File: config.mk
export PLATFORM = sky130hd
export DESIGN_NAME = fsc_div
export DESIGN_NICKNAME = d
export VERILOG_FILES = /design/src/sv/frustum_sphere_cull_top_assert.svh /design/src/sv/fsc_pkg.sv /design/src/sv/fsc_div.sv
export SDC_FILE = /design/constraint.sdc
export NUM_CORES = 1
export LEC_CHECK = 0
export BUFFER_PORTS_ARGS = -buffer_cell sky130_fd_sc_hd__buf_2
export CORE_AREA = 10 10 162 104
export CTS_CLUSTER_SIZE = 25
export DETAILED_ROUTE_END_ITERATION = 8
export DIE_AREA = 0 0 172 114
export PLACE_DENSITY = 0.71
export SETUP_SLACK_MARGIN = 0.15
export SLEW_MARGIN = 20
export SYNTH_ARGS = -nofsm -noshare
export SYNTH_HDL_FRONTEND = slang
export SYNTH_SLANG_ARGS = --single-unit
File: constraint.sdc
create_clock -name clk_i -period 3.5 [get_ports clk_i]
set_input_delay 0.35 -clock clk_i [delete_from_list [all_inputs] [get_ports clk_i]]
set_output_delay 0.35 -clock clk_i [all_outputs]
set_load 0.02 [all_outputs]
File: src/sv/frustum_sphere_cull_top_assert.svh
// Assertion helpers for the culling block. Both expect clk_i and rst_ni in scope.
`ifndef FRUSTUM_SPHERE_CULL_TOP_ASSERT_SVH
`define FRUSTUM_SPHERE_CULL_TOP_ASSERT_SVH

// Same-cycle implication.
`define FSC_ASSERT_IMP(lbl, ante, cons, msg) \
  lbl: assert property (@(posedge clk_i) disable iff (!rst_ni) (ante) |-> (cons)) \
    else $error(msg);

// Next-cycle implication.
`define FSC_ASSERT_NXT(lbl, ante, cons, msg) \
  lbl: assert property (@(posedge clk_i) disable iff (!rst_ni) (ante) |=> (cons)) \
    else $error(msg);

`endif

File: src/sv/fsc_pkg.sv
package fsc_pkg;

  localparam int VALUE_W    = 32;
  localparam int FRAC_BITS  = 16;
  localparam int NUM_PLANES = 6;
  localparam int ACC_W      = 64;
  // plane row terms are one bit wider than a value
  localparam int MAG_W      = VALUE_W + 1;
  // the largest normal magnitude is brought into [2^(NORM_W-1), 2^NORM_W)
  localparam int NORM_W     = 30;
  localparam int DIVIDEND_W = MAG_W + FRAC_BITS;
  localparam int DIVISOR_W  = 32;

  typedef enum logic [1:0] {
    CMD_LOAD_PROJ = 2'd0,
    CMD_LOAD_MV   = 2'd1,
    CMD_EXTRACT   = 2'd2,
    CMD_TEST      = 2'd3
  } cmd_e;

  typedef struct packed {
    logic [1:0]                command;
    logic [3:0]                elem_index;
    logic signed [VALUE_W-1:0] elem_value;
    logic signed [VALUE_W-1:0] center_x;
    logic signed [VALUE_W-1:0] center_y;
    logic signed [VALUE_W-1:0] center_z;
    logic [VALUE_W-2:0]        radius;
  } in_item_t;

  typedef struct packed {
    logic                      visible;
    logic signed [VALUE_W-1:0] distance;
  } out_item_t;

  typedef logic [3:0][VALUE_W-1:0] row_t;

  localparam logic signed [ACC_W-1:0] VAL_MAX =
    {{(ACC_W-VALUE_W+1){1'b0}}, {(VALUE_W-1){1'b1}}};
  localparam logic signed [ACC_W-1:0] VAL_MIN = ~VAL_MAX;

  function automatic logic [VALUE_W-1:0] sat_value(input logic signed [ACC_W-1:0] v);
    logic [VALUE_W-1:0] r;
    if (v > VAL_MAX) r = VAL_MAX[VALUE_W-1:0];
    else if (v < VAL_MIN) r = VAL_MIN[VALUE_W-1:0];
    else r = v[VALUE_W-1:0];
    return r;
  endfunction

endpackage

File: src/sv/fsc_div.sv
module fsc_div (
  input  logic                              clk_i,
  input  logic                              rst_ni,
  input  logic                              start_i,
  input  logic [fsc_pkg::DIVIDEND_W-1:0]    dividend_i,
  input  logic [fsc_pkg::DIVISOR_W-1:0]     divisor_i,
  output logic                              done_o,
  output logic [fsc_pkg::DIVIDEND_W-1:0]    quotient_o
);
  import fsc_pkg::*;

  localparam int CNT_W = $clog2(DIVIDEND_W + 1);

  logic                   busy_q, busy_d, done_q, done_d;
  logic [CNT_W-1:0]       cnt_q, cnt_d;
  logic [DIVISOR_W-1:0]   rem_q, rem_d, dvs_q, dvs_d;
  logic [DIVIDEND_W-1:0]  quo_q, quo_d;
  logic [DIVISOR_W:0]     trial, diff;
  logic                   ge;

  // restoring division, one quotient bit per cycle
  assign trial = {rem_q, quo_q[DIVIDEND_W-1]};
  assign ge    = trial >= {1'b0, dvs_q};
  assign diff  = trial - {1'b0, dvs_q};

  always_comb begin
    busy_d = busy_q;
    done_d = 1'b0;
    cnt_d  = cnt_q;
    rem_d  = rem_q;
    quo_d  = quo_q;
    dvs_d  = dvs_q;
    if (start_i) begin
      busy_d = 1'b1;
      cnt_d  = CNT_W'(DIVIDEND_W);
      rem_d  = '0;
      quo_d  = dividend_i;
      dvs_d  = divisor_i;
    end else if (busy_q) begin
      rem_d = ge ? diff[DIVISOR_W-1:0] : trial[DIVISOR_W-1:0];
      quo_d = {quo_q[DIVIDEND_W-2:0], ge};
      cnt_d = cnt_q - 1'b1;
      if (cnt_q == CNT_W'(1)) begin
        busy_d = 1'b0;
        done_d = 1'b1;
      end
    end
  end

  always_ff @(posedge clk_i or negedge rst_ni) begin
    if (!rst_ni) begin
      busy_q <= 1'b0;
      done_q <= 1'b0;
      cnt_q  <= '0;
    end else begin
      busy_q <= busy_d;
      done_q <= done_d;
      cnt_q  <= cnt_d;
    end
  end

  always_ff @(posedge clk_i) begin
    rem_q <= rem_d;
    quo_q <= quo_d;
    dvs_q <= dvs_d;
  end

  assign done_o     = done_q;
  assign quotient_o = quo_q;

endmodule

==> metrics.md, run 1 <==
| Metric | Value |
|---|---|
| Die ar. | 19600 um2 |
| Syn_nets | 710 |
| Critical setup path kind | flop to flop |
| Hold wc startpoint | divisor_i[14] |
| Reg2Reg Depth | 12 |
| GRT Overall Usage | 17.1% |
| Die Wd | 172 um |
| Worst Skew | 0.00893 ns |
| Clk buf depth | 2 |
| Number of synthesized flops with an enable pin | 81 |
| Commonest non-fill, non-tap cell in the layout | buf_2 |
| Fmax | approximately 320 MHz |
| # DRC | 0 |
| Commonest cells after routing, fill and taps aside | buf_2, edfxtp_1, mux2_2 |
| Asr flop ratio synth | ~6.6% |
| Worst-path maximum fanout | 4 |
| CTS Root Buffer Type | clkbuf_16 |
| Post-route ant nets | 0 |
| Fillers | 1176 |
| FF-to-FF setup slack | 0.40 ns |
| End of the worst register-to-register path | rem_q[31]$_SDFFE_PP0P_ |
| Power density cells | 493 nW/um2 |
| Largest net degree at the start of global routing | 74 |
| # diodes | 0 |
| Leakage Power | 0.00341 uW |
| Max stage delay cell, worst path | or4_4 |
| Hold Crit Endpoint | dvs_q[14]$_DFFE_PP_ |
| Outcome | finished, final reports clean |
| Final setup fails | 0 |
| Tmin final | 3.10 ns |
| Worst-Skew Late Latency | around 0.42 ns |
| DP Area | 7420 um2 |
| Bufs and invs on worst path | 1 |
| Critical path's largest stage delay | 0.49 ns |
| Worst setup EP type | flop |
| Sequential share of the synthesized area | 49.1% |
| RSZ-0062 raised after global routing | false |
| H-tree level count | 4 |
| Seq cells post-synth | 121 |
| First-pass GRT wire length | 26600 um |
| Critical path arrival | 3.46 ns |
| Critical Path RT | a little under 4 ns |
| Die Height | roughly 110 um |
| Final instance area | 8030 um2 |
| Iter 0 DRT Violations | 360 |
| HP Class | input pin to flop |
| WL final | roughly 17000 um |
| Synth warn | 0 |
| Routed vias | around 5000 |
| Wire per inst | 18.2 um |
| Final worst path period share | 88.5% |
| Vias per std cell | 5.51 |
| Clock sink total | ~120 |
| Initial Util | 47.5% |
| Synth Flop Type | edfxtp_1 |
| DRT Pass-1 Iters | 7 |
| Hold slack | about 0.11 ns |
| Nets | 840 |
| Initial antenna violation count | 0 |
| Final setup TNS | 0 ns |
| Port Buffers | 133 |
| Max-cap violations | 0 |
| Reg clk slew, reported paths | 0.06 ns |
| Dpl hpwl | 12000 um |
| Top Family by Delay on Critical Path | compound AO/OA/AOI/OAI gates |
| Setup Fix Bufs, Post-CTS | 0 |
| Core area | 14000 um2 |
| Critical R2R Launch | dvs_q[1]$_DFFE_PP_ |
| IO Count | 134 |
| Mapped Cells | 591 |
| CTS buffer count | 17 |
| Gpl congestion | around 0.93 |
| Worst path cell trace | inv_1 -> ha_1 -> nor2b_4 -> o31a_1 -> o31ai_4 -> nand4_2 -> a21oi_2 -> a2111o_2 -> a211oi_1 -> or4_4 -> a211oi_2 -> a221o_1 |
| Worst Tran Pin Value | around 0.84 ns |
| Fin util | about 57% |
| Cell Area, Synth | 6670 um2 |
| Final hold vios | 0 |
| Mean Syn Cell Area | 11.3 um2 |
| Rows | 34 |
| CTS tree | built |
| Share of cells above drive strength 1 | 32.7% |
| Rel. slew slack | 44.2% |
| CP Launch Type | flop |
| Max-slew violations | 0 |
| P&R area growth vs syn | 20.5% |
| Hold Crit Depth | 1 |
| Global route total overflow | 0 |
| Vias in the first global route | 4991 |
| Peak VDD IR | roughly 0.3 mV |
| Stages on worst setup path | 12 |
| Distinct cells, synth | 68 |
metal layers:
layer / vias to the layer above / wire [um] / GRT usage [%]
met5: - / 0 / 0
li1: 2437 / - / -
met4: 0 / 310 / 6.06
met2: 160 / 7550 / 25.9
met3: 30 / 917 / 3.38
met1: 2413 / 7850 / 23.7
synth_stat cells, types with 12 or more instances:
cell type | number | area (um2)
edfxtp_1 | 81 | 2430
inv_1 | 38 | 143
mux2_2 | 50 | 563
dfxtp_1 | 32 | 641
o21ai_0 | 23 | 115
nor2_1 | 39 | 146
nor3_1 | 12 | 60.1
mux2i_1 | 21 | 210
nand2_1 | 42 | 158
clkbuf_1 | 12 | 45.0
a21oi_1 | 29 | 145
a211oi_1 | 20 | 150
xor2_1 | 14 | 123
ha_1 | 34 | 425
xnor2_1 | 16 | 140
timing repair:
action,CTS,global route
hold buffers,1,0
setup endpoints to repair,0,2
gates resized for setup,0,2
endpoints found under the hold margin,8,0
worst reg2reg max path: cells and delay by family, from the launching register on:
kind / cells / cell delay, ns
AO/OA/AOI/OAI: 7 / 1.54
adder cells (fa/ha/maj): 1 / 0.23
buffers and inverters: 1 / 0.08
flip-flops: 1 / 0.41
AND/OR/NAND/NOR: 3 / 0.79
sequential cells by signal (all words and copies together), names as in the netlist:
register,cells
cnt_q,6
busy_q,1
rem_q,32
dvs_q,32
done_o,1
quotient_o,49
worst max path at each step:
| stage | to | from | slack, ns |
|---|---|---|---|
| final | rem_q[31]$_SDFFE_PP0P_ | dvs_q[1]$_DFFE_PP_ | 0.40 |
| after global routing | rem_q[20]$_SDFFE_PP0P_ | quotient_o[48]$_DFFE_PP_ | 0.23 |
| after CTS | rem_q[31]$_SDFFE_PP0P_ | dvs_q[1]$_DFFE_PP_ | 0.39 |
| after detailed placement | rem_q[30]$_SDFFE_PP0P_ | quotient_o[48]$_DFFE_PP_ | 0.43 |
| after global placement | rem_q[20]$_SDFFE_PP0P_ | quotient_o[48]$_DFFE_PP_ | 0.40 |
| after floorplan | rem_q[31]$_SDFFE_PP0P_ | quotient_o[48]$_DFFE_PP_ | 0.73 |
where the power goes:
group / switching, uW / leakage [uW] / internal [uW] / total, uW
registers: 50.5 / 0.00118 / 1640 / 1690
clock network: 696 / 0.000277 / 1060 / 1760
logic: 296 / 0.00195 / 218 / 514
total: 1040 / 0.00341 / 2920 / 3960
kinds of logic (layout without fill, tap and decap cells):
group / count (synthesis) / count (layout) / synth area share [%]
AND/OR/NAND/NOR: 138 / 138 / 10.0
XOR/XNOR: 30 / 30 / 3.94
AO/OA/AOI/OAI: 130 / 130 / 13.5
buffers and inverters: 66 / 209 / 5.12
adder cells (fa/ha/maj): 35 / 35 / 6.68
multiplexers: 71 / 71 / 11.6
flip-flops: 121 / 121 / 49.1
per-stage QoR:
step,setup slack [ns],power [uW],std cells
floorplan,0.726,2050,591
global placement,0.400,2220,881
detailed placement,0.428,2230,881
CTS,0.394,3990,914
global route,0.226,4110,914
finish,0.403,3960,914
final cells by class:
class / count / area (um2) / area share [%]
Clock buffer: 17 / 425 / 5.30
Clock inverter: 15 / 165 / 2.06
Inverter: 38 / 144 / 1.79
Multi-Input combinational cell: 404 / 3060 / 38.1
Sequential cell: 121 / 3270 / 40.7
Tap cell: 180 / 225 / 2.80
Timing Repair Buffer: 139 / 741 / 9.22
Power figures use the tool's default switching activity.
==> run 2: changes to the inputs <==
==> constraint.sdc (replaced) <==
create_clock -name clk_i -period 3.1 [get_ports clk_i]
set_input_delay 0.31 -clock clk_i [delete_from_list [all_inputs] [get_ports clk_i]]
set_output_delay 0.31 -clock clk_i [all_outputs]
set_load 0.02 [all_outputs]
==> metrics.md, run 2 (same netlist as run 1, synthesis figures left out) <==
| Metric | Value |
|---|---|
| Worst Tran Pin Value | 0.554 ns |
| Gr busiest metal | met2 |
| Max reg flops | 49 |
| GRT met3 Usage | 4.21% |
| Clock sink total | approximately 120 |
| Tmin final | between 2 and 3 ns |
| GRT Overall Usage | 17.0% |
| Critical path arrival | 3.32 ns |
| Hold Crit Endpoint | dvs_q[29]$_DFFE_PP_ |
| Worst-path maximum fanout | 4 |
| Fmax | between 300 and 400 MHz |
| Max-cap violations | 0 |
| Met2 usage | about a quarter |
| Max-slew violations | 0 |
| IO Count | 134 |
| RSZ-0062 raised after global routing | true |
| Hold slack | 0.0654 ns |
| DRT Pass-1 Iters | 5 |
| Critical setup path kind | flop to flop |
| Clk buf depth | 2 |
| Share of cells above drive strength 1 | 39.2% |
| FF-to-FF setup slack | 0.14 ns |
| Reg clk slew, reported paths | 0.06 ns |
| Commonest non-fill, non-tap cell in the layout | buf_2 |
| WL final | 17000 um |
| Port Buffers | ~130 |
| Worst-Skew Late Latency | 0.42 ns |
| Rel. slew slack | 63.1% |
| Vias per std cell | 5.43 |
| Commonest cells after routing, fill and taps aside | buf_2, edfxtp_1, mux2_2 |
| Iter 0 DRT Violations | about 380 |
| HP Class | input pin to flop |
| Final Worst Setup Slack | 0.136 ns |
| Dpl hpwl | 12000 um |
| H-tree level count | 4 |
| Critical R2R Launch | dvs_q[1]$_DFFE_PP_ |
| Final hold vios | 0 |
| Leakage Power | approximately 0.0035 uW |
| Initial antenna violation count | 0 |
| CTS Root Buffer Type | clkbuf_16 |
| Post-route ant nets | 0 |
| CTS buffer count | 17 |
| Power, Total | 4460 uW |
| DP Area | approximately 7500 um2 |
| Routed vias | 5064 |
| Outcome | finished, final reports clean |
| Final setup TNS | 0 ns |
| Peak VDD IR | 0.361 mV |
| # DRC | 0 |
| Final worst path period share | 95.6% |
| First-pass GRT wire length | around 26000 um |
| P&R area growth vs syn | 27.0% |
| Initial Util | 47.5% |
| Gpl congestion | 0.913 |
| Global route total overflow | 0 |
| Die Wd | 172 um |
| Wire per inst | 18.2 um |
| Reg2Reg Depth | 12 |
| Worst setup EP type | flop |
| Critical Path RT | 3.46 ns |
| M1 GR Usage | 23.4% |
| Hold wc startpoint | divisor_i[29] |
| Largest net degree at the start of global routing | 88 |
| Nets | 859 |
| # diodes | 0 |
| End of the worst register-to-register path | rem_q[31]$_SDFFE_PP0P_ |
| Rows | 34 |
| Worst Skew | 0.00988 ns |
| Final instance area | 8460 um2 |
| Die ar. | around 20000 um2 |
| Power density cells | 527 nW/um2 |
| CP Launch Type | flop |
| Final setup fails | 0 |
| Core area | around 14000 um2 |
| Vias in the first global route | 5060 |
| CTS tree | built |
| Setup Slack @ Placement | -0.0758 ns |
| Die Height | 114 um |
| Hold Crit Depth | 1 |
run 2: worst max path at each step:
stage               slack, ns  depth (start not counted)                     end                     start
finish                   0.14                         12  rem_q[31]$_SDFFE_PP0P_        dvs_q[1]$_DFFE_PP_
global route             0.04                         12  rem_q[31]$_SDFFE_PP0P_        dvs_q[1]$_DFFE_PP_
CTS                      0.14                         12  rem_q[31]$_SDFFE_PP0P_        dvs_q[1]$_DFFE_PP_
detailed placement      -0.08                         14  rem_q[31]$_SDFFE_PP0P_        dvs_q[7]$_DFFE_PP_
global placement        -0.06                         14  rem_q[31]$_SDFFE_PP0P_        dvs_q[7]$_DFFE_PP_
floorplan                0.33                         12  rem_q[31]$_SDFFE_PP0P_  quotient_o[48]$_DFFE_PP_
run 2: what timing repair did:
item                                    CTS  global route
hold endpoints to repair                  8             0
setup buffers                             2            10
hold buffers                              1             0
gates cloned                              0             0
pin swaps                                 2            14
resized for setup                         4            57
endpoints found under the setup margin   31            33
run 2: metrics by stage:
step           utilization, %  std cells
2_1_floorplan               -        591
3_3_place_gp             53.2        888
3_5_place_dp             53.2        888
4_1_cts                  57.6        923
5_1_grt                  60.3        933
6_report                 60.3        933
run 2: cell type report:
| type | count | area [um2] |
|---|---|---|
| fill | 1140 | 5580 |
| multi-input combinational | 404 | 3340 |
| sequential | 121 | 3270 |
| timing repair buffer | 158 | 912 |
| clock buffer | 17 | 425 |
| tap | 180 | 225 |
| clock inverter | 15 | 144 |
| inverter | 38 | 143 |
run 2: critical path, stage by stage, from the launching register on:
cell and delay [ns]:
edfxtp_1 0.43, inv_2 0.09, ha_4 0.20, nor2b_4 0.12
o31a_1 0.33, o31ai_4 0.29, nand4_2 0.15, a21oi_2 0.19
a2111o_2 0.25, a211oi_2 0.09, or4_4 0.48, a211oi_2 0.15
a221o_1 0.14
run 2: routing by layer:
| metal | vias to the layer above | routed length [um] |
|---|---|---|
| li1 | 2468 | - |
| met1 | 2408 | 7900 |
| met2 | 161 | 7810 |
| met3 | 27 | 998 |
| met4 | 0 | 295 |
| met5 | - | 0 |
run 2: power by group:
part	switching, uW	leakage [uW]	internal, uW
registers	57.6	0.00118	1850
clock network	801	0.000267	1120
logic	350	0.00206	281
==> run 3: changes to the inputs <==
--- a/config.mk
+++ b/config.mk
@@ -5,12 +5,13 @@
 export SDC_FILE = /design/constraint.sdc
 export NUM_CORES = 1
 export LEC_CHECK = 0
+export ABC_AREA = 1
 export BUFFER_PORTS_ARGS = -buffer_cell sky130_fd_sc_hd__buf_2
-export CORE_AREA = 10 10 162 104
+export CORE_AREA = 10 10 172 110
 export CTS_CLUSTER_SIZE = 25
 export DETAILED_ROUTE_END_ITERATION = 8
-export DIE_AREA = 0 0 172 114
-export PLACE_DENSITY = 0.71
+export DIE_AREA = 0 0 182 120
+export PLACE_DENSITY = 0.7
 export SETUP_SLACK_MARGIN = 0.15
 export SLEW_MARGIN = 20
 export SYNTH_ARGS = -nofsm -noshare
==> metrics.md, run 3 <==
| Metric | Value |
|---|---|
| Die ar. | around 22000 um2 |
| Fmax | between 300 and 400 MHz |
| DP Area | approximately 8400 um2 |
| WL final | 20800 um |
| Final non-filler cell total | 1391 |
| IO Count | between 100 and 150 |
| CTS tree | built |
| Gpl congestion | 0.943 |
| HP Class | input pin to flop |
| Largest net degree at the start of global routing | 55 |
| Critical path arrival | approximately 2.8 ns |
| Rel. slew slack | 40.2% |
| First-pass GRT wire length | ~34000 um |
| Post-route ant nets | 0 |
| Clock sink total | 121 |
| Syn_nets | 1153 |
| Wire per inst | about 15 um |
| Distinct cells, synth | 38 |
| DRT Pass-1 Iters | 5 |
| Initial Util | between 40 and 50% |
| Asr flop ratio synth | 6.61% |
| Synth warn | 0 |
| Die Wd | between 150 and 200 um |
| Initial antenna violation count | 0 |
| CTS Root Buffer Type | clkbuf_16 |
| Worst Tran Pin Value | between 0.8 and 0.9 ns |
| CTS buffer count | 17 |
| Sequential share of the synthesized area | 43.5% |
| P&R area growth vs syn | 19.7% |
| Top cells by count, synth | nand2_1, inv_1, edfxtp_1, nand3_1, nor2_1 |
| Number of synthesized flops with an enable pin | 81 |
| Clk buf depth | 2 |
| Final hold vios | 0 |
| Final Worst Setup Slack | 0.588 ns |
| Critical R2R Launch | dvs_q[5]$_DFFE_PP_ |
| Worst setup EP type | flop |
| FF-to-FF setup slack | 0.59 ns |
| Worst-Skew Late Latency | 0.42 ns |
| Mapped Cells | 1034 |
| Core area | 15800 um2 |
| Hold Crit Endpoint | dvs_q[14]$_DFFE_PP_ |
| Area contributors post-synth | edfxtp_1, nand2_1, dfxtp_1 |
| Critical setup path kind | flop to flop |
| Hold wc startpoint | divisor_i[14] |
| Critical Path RT | between 3 and 4 ns |
| RSZ-0062 raised after global routing | false |
| Placed cells | between 1000 and 1500 |
| Final worst path period share | 81.0% |
| Hold Crit Depth | 1 |
| Power density cells | 787 nW/um2 |
| GRT Overall Usage | 19.0% |
| End of the worst register-to-register path | rem_q[1]$_SDFFE_PP0P_ |
| Vias per std cell | 4.82 |
| Max reg flops | 49 |
| # diodes | 0 |
| Nets | 1288 |
| H-tree level count | 4 |
| Peak VDD IR | 0.347 mV |
| CP Launch Type | flop |
| Synth area leader | edfxtp_1 |
| Reg2Reg Depth | 13 |
| Routed vias | 6702 |
| Commonest non-fill, non-tap cell in the layout | nand2_1 |
| Reg clk slew, reported paths | 0.06 ns |
| # DRC | 0 |
| Cts repair resizes | 0 |
| Final setup fails | 0 |
| Cell Area, Synth | about 7500 um2 |
| Global route total overflow | 0 |
| Vias in the first global route | 6247 |
| Dpl hpwl | about 16000 um |
| Iter 0 DRT Violations | 634 |
| Mean Syn Cell Area | 7.28 um2 |
| Port Buffers | roughly 130 |
| Seq cells post-synth | about 120 |
| Die Height | 120 um |
| Worst-path maximum fanout | 32 |
| Synth Flop Type | edfxtp_1 |
| Rows | 36 |
| Most common cell in the netlist | nand2_1 |
| Power, Total | approximately 7100 uW |
| Outcome | finished, final reports clean |
| Leakage Power | 0.00486 uW |
| Worst Skew | 0.0122 ns |
| Max-cap violations | 0 |
| Commonest cells after routing, fill and taps aside | nand2_1, inv_1, buf_2 |
| Final setup TNS | 0 ns |
| Final instance area | 9010 um2 |
| Area share of the largest cell type after synthesis | 32.3% |
| Share of cells above drive strength 1 | between 10% and 20% |
| Setup Slack @ Placement | ~0.66 ns |
| Tmin final | between 2 and 3 ns |
| Max-slew violations | 0 |
==> run 3: power by group <==
group	internal, uW	switching, uW	leakage, uW
Combinational	1010	1880	0.00337
Clock	1270	793	0.000285
Sequential	1990	144	0.00121
Total	4270	2820	0.00486
==> run 3: timing repair <==
item / CTS / global route
buffers inserted: 0 / 0
hold endpoints to repair: 8 / 0
hold buffers: 1 / 0
==> run 3: worst max-delay path by stage <==
stage | startpoint | end | slack (ns) | depth (start not counted)
2_1_floorplan | start_i | quotient_o[0]$_DFFE_PP_ | 0.34 | 4
3_5_place_dp | dvs_q[6]$_DFFE_PP_ | rem_q[1]$_SDFFE_PP0P_ | 0.66 | 13
6_report | dvs_q[5]$_DFFE_PP_ | rem_q[1]$_SDFFE_PP0P_ | 0.59 | 13
3_3_place_gp | dvs_q[5]$_DFFE_PP_ | rem_q[0]$_SDFFE_PP0P_ | 0.72 | 13
4_1_cts | dvs_q[5]$_DFFE_PP_ | rem_q[1]$_SDFFE_PP0P_ | 0.63 | 13
5_1_grt | dvs_q[17]$_DFFE_PP_ | rem_q[1]$_SDFFE_PP0P_ | 0.39 | 11
==> run 3: cell type report <==
| class | instances | area, um2 |
|---|---|---|
| clock buffer | 18 | 429 |
| clock inverter | 14 | 174 |
| fill | 1484 | 6800 |
| inverter | 173 | 649 |
| multi-input combinational | 714 | 3470 |
| sequential | 121 | 3270 |
| tap | 209 | 262 |
| timing repair buffer | 142 | 751 |
==> run 3: metrics by stage <==
step	hold slack, ns	util [%]
6_report	0.0611	57.0
5_1_grt	0.0501	57.0
4_1_cts	0.0525	57.0
3_5_place_dp	0.163	53.1
3_3_place_gp	0.164	53.1
2_1_floorplan	0.0144	-
==> run 3: cell families after synthesis <==
logic type,after synthesis,share of synthesized area [%]
adder cells (fa/ha/maj),35,5.92
AO/OA/AOI/OAI,52,3.56
flip-flops,121,43.5
buffers and inverters,199,10.4
XOR/XNOR,14,1.63
AND/OR/NAND/NOR,613,35.0
==> run 3: critical path, cell delays in order, from the launching register on <==
cell and delay (ns):
edfxtp_1 0.33, inv_1 0.05, ha_1 0.35, nand2_1 0.13
nor2_2 0.19, nand3_1 0.14, nand3_2 0.15, nand2_2 0.07
nand2_2 0.09, nand2_4 0.15, nand2_4 0.42, nand2_1 0.13
nand3_1 0.09, o21ai_0 0.08
==> run 3: routing by layer <==
metal	global-route usage (%)	up-vias	share of wire [%]
met2	25.7	222	40
li1	-	3492	-
met4	4.71	0	0.92
met1	29.4	2969	53
met3	3.93	19	6.9
met5	0	-	0
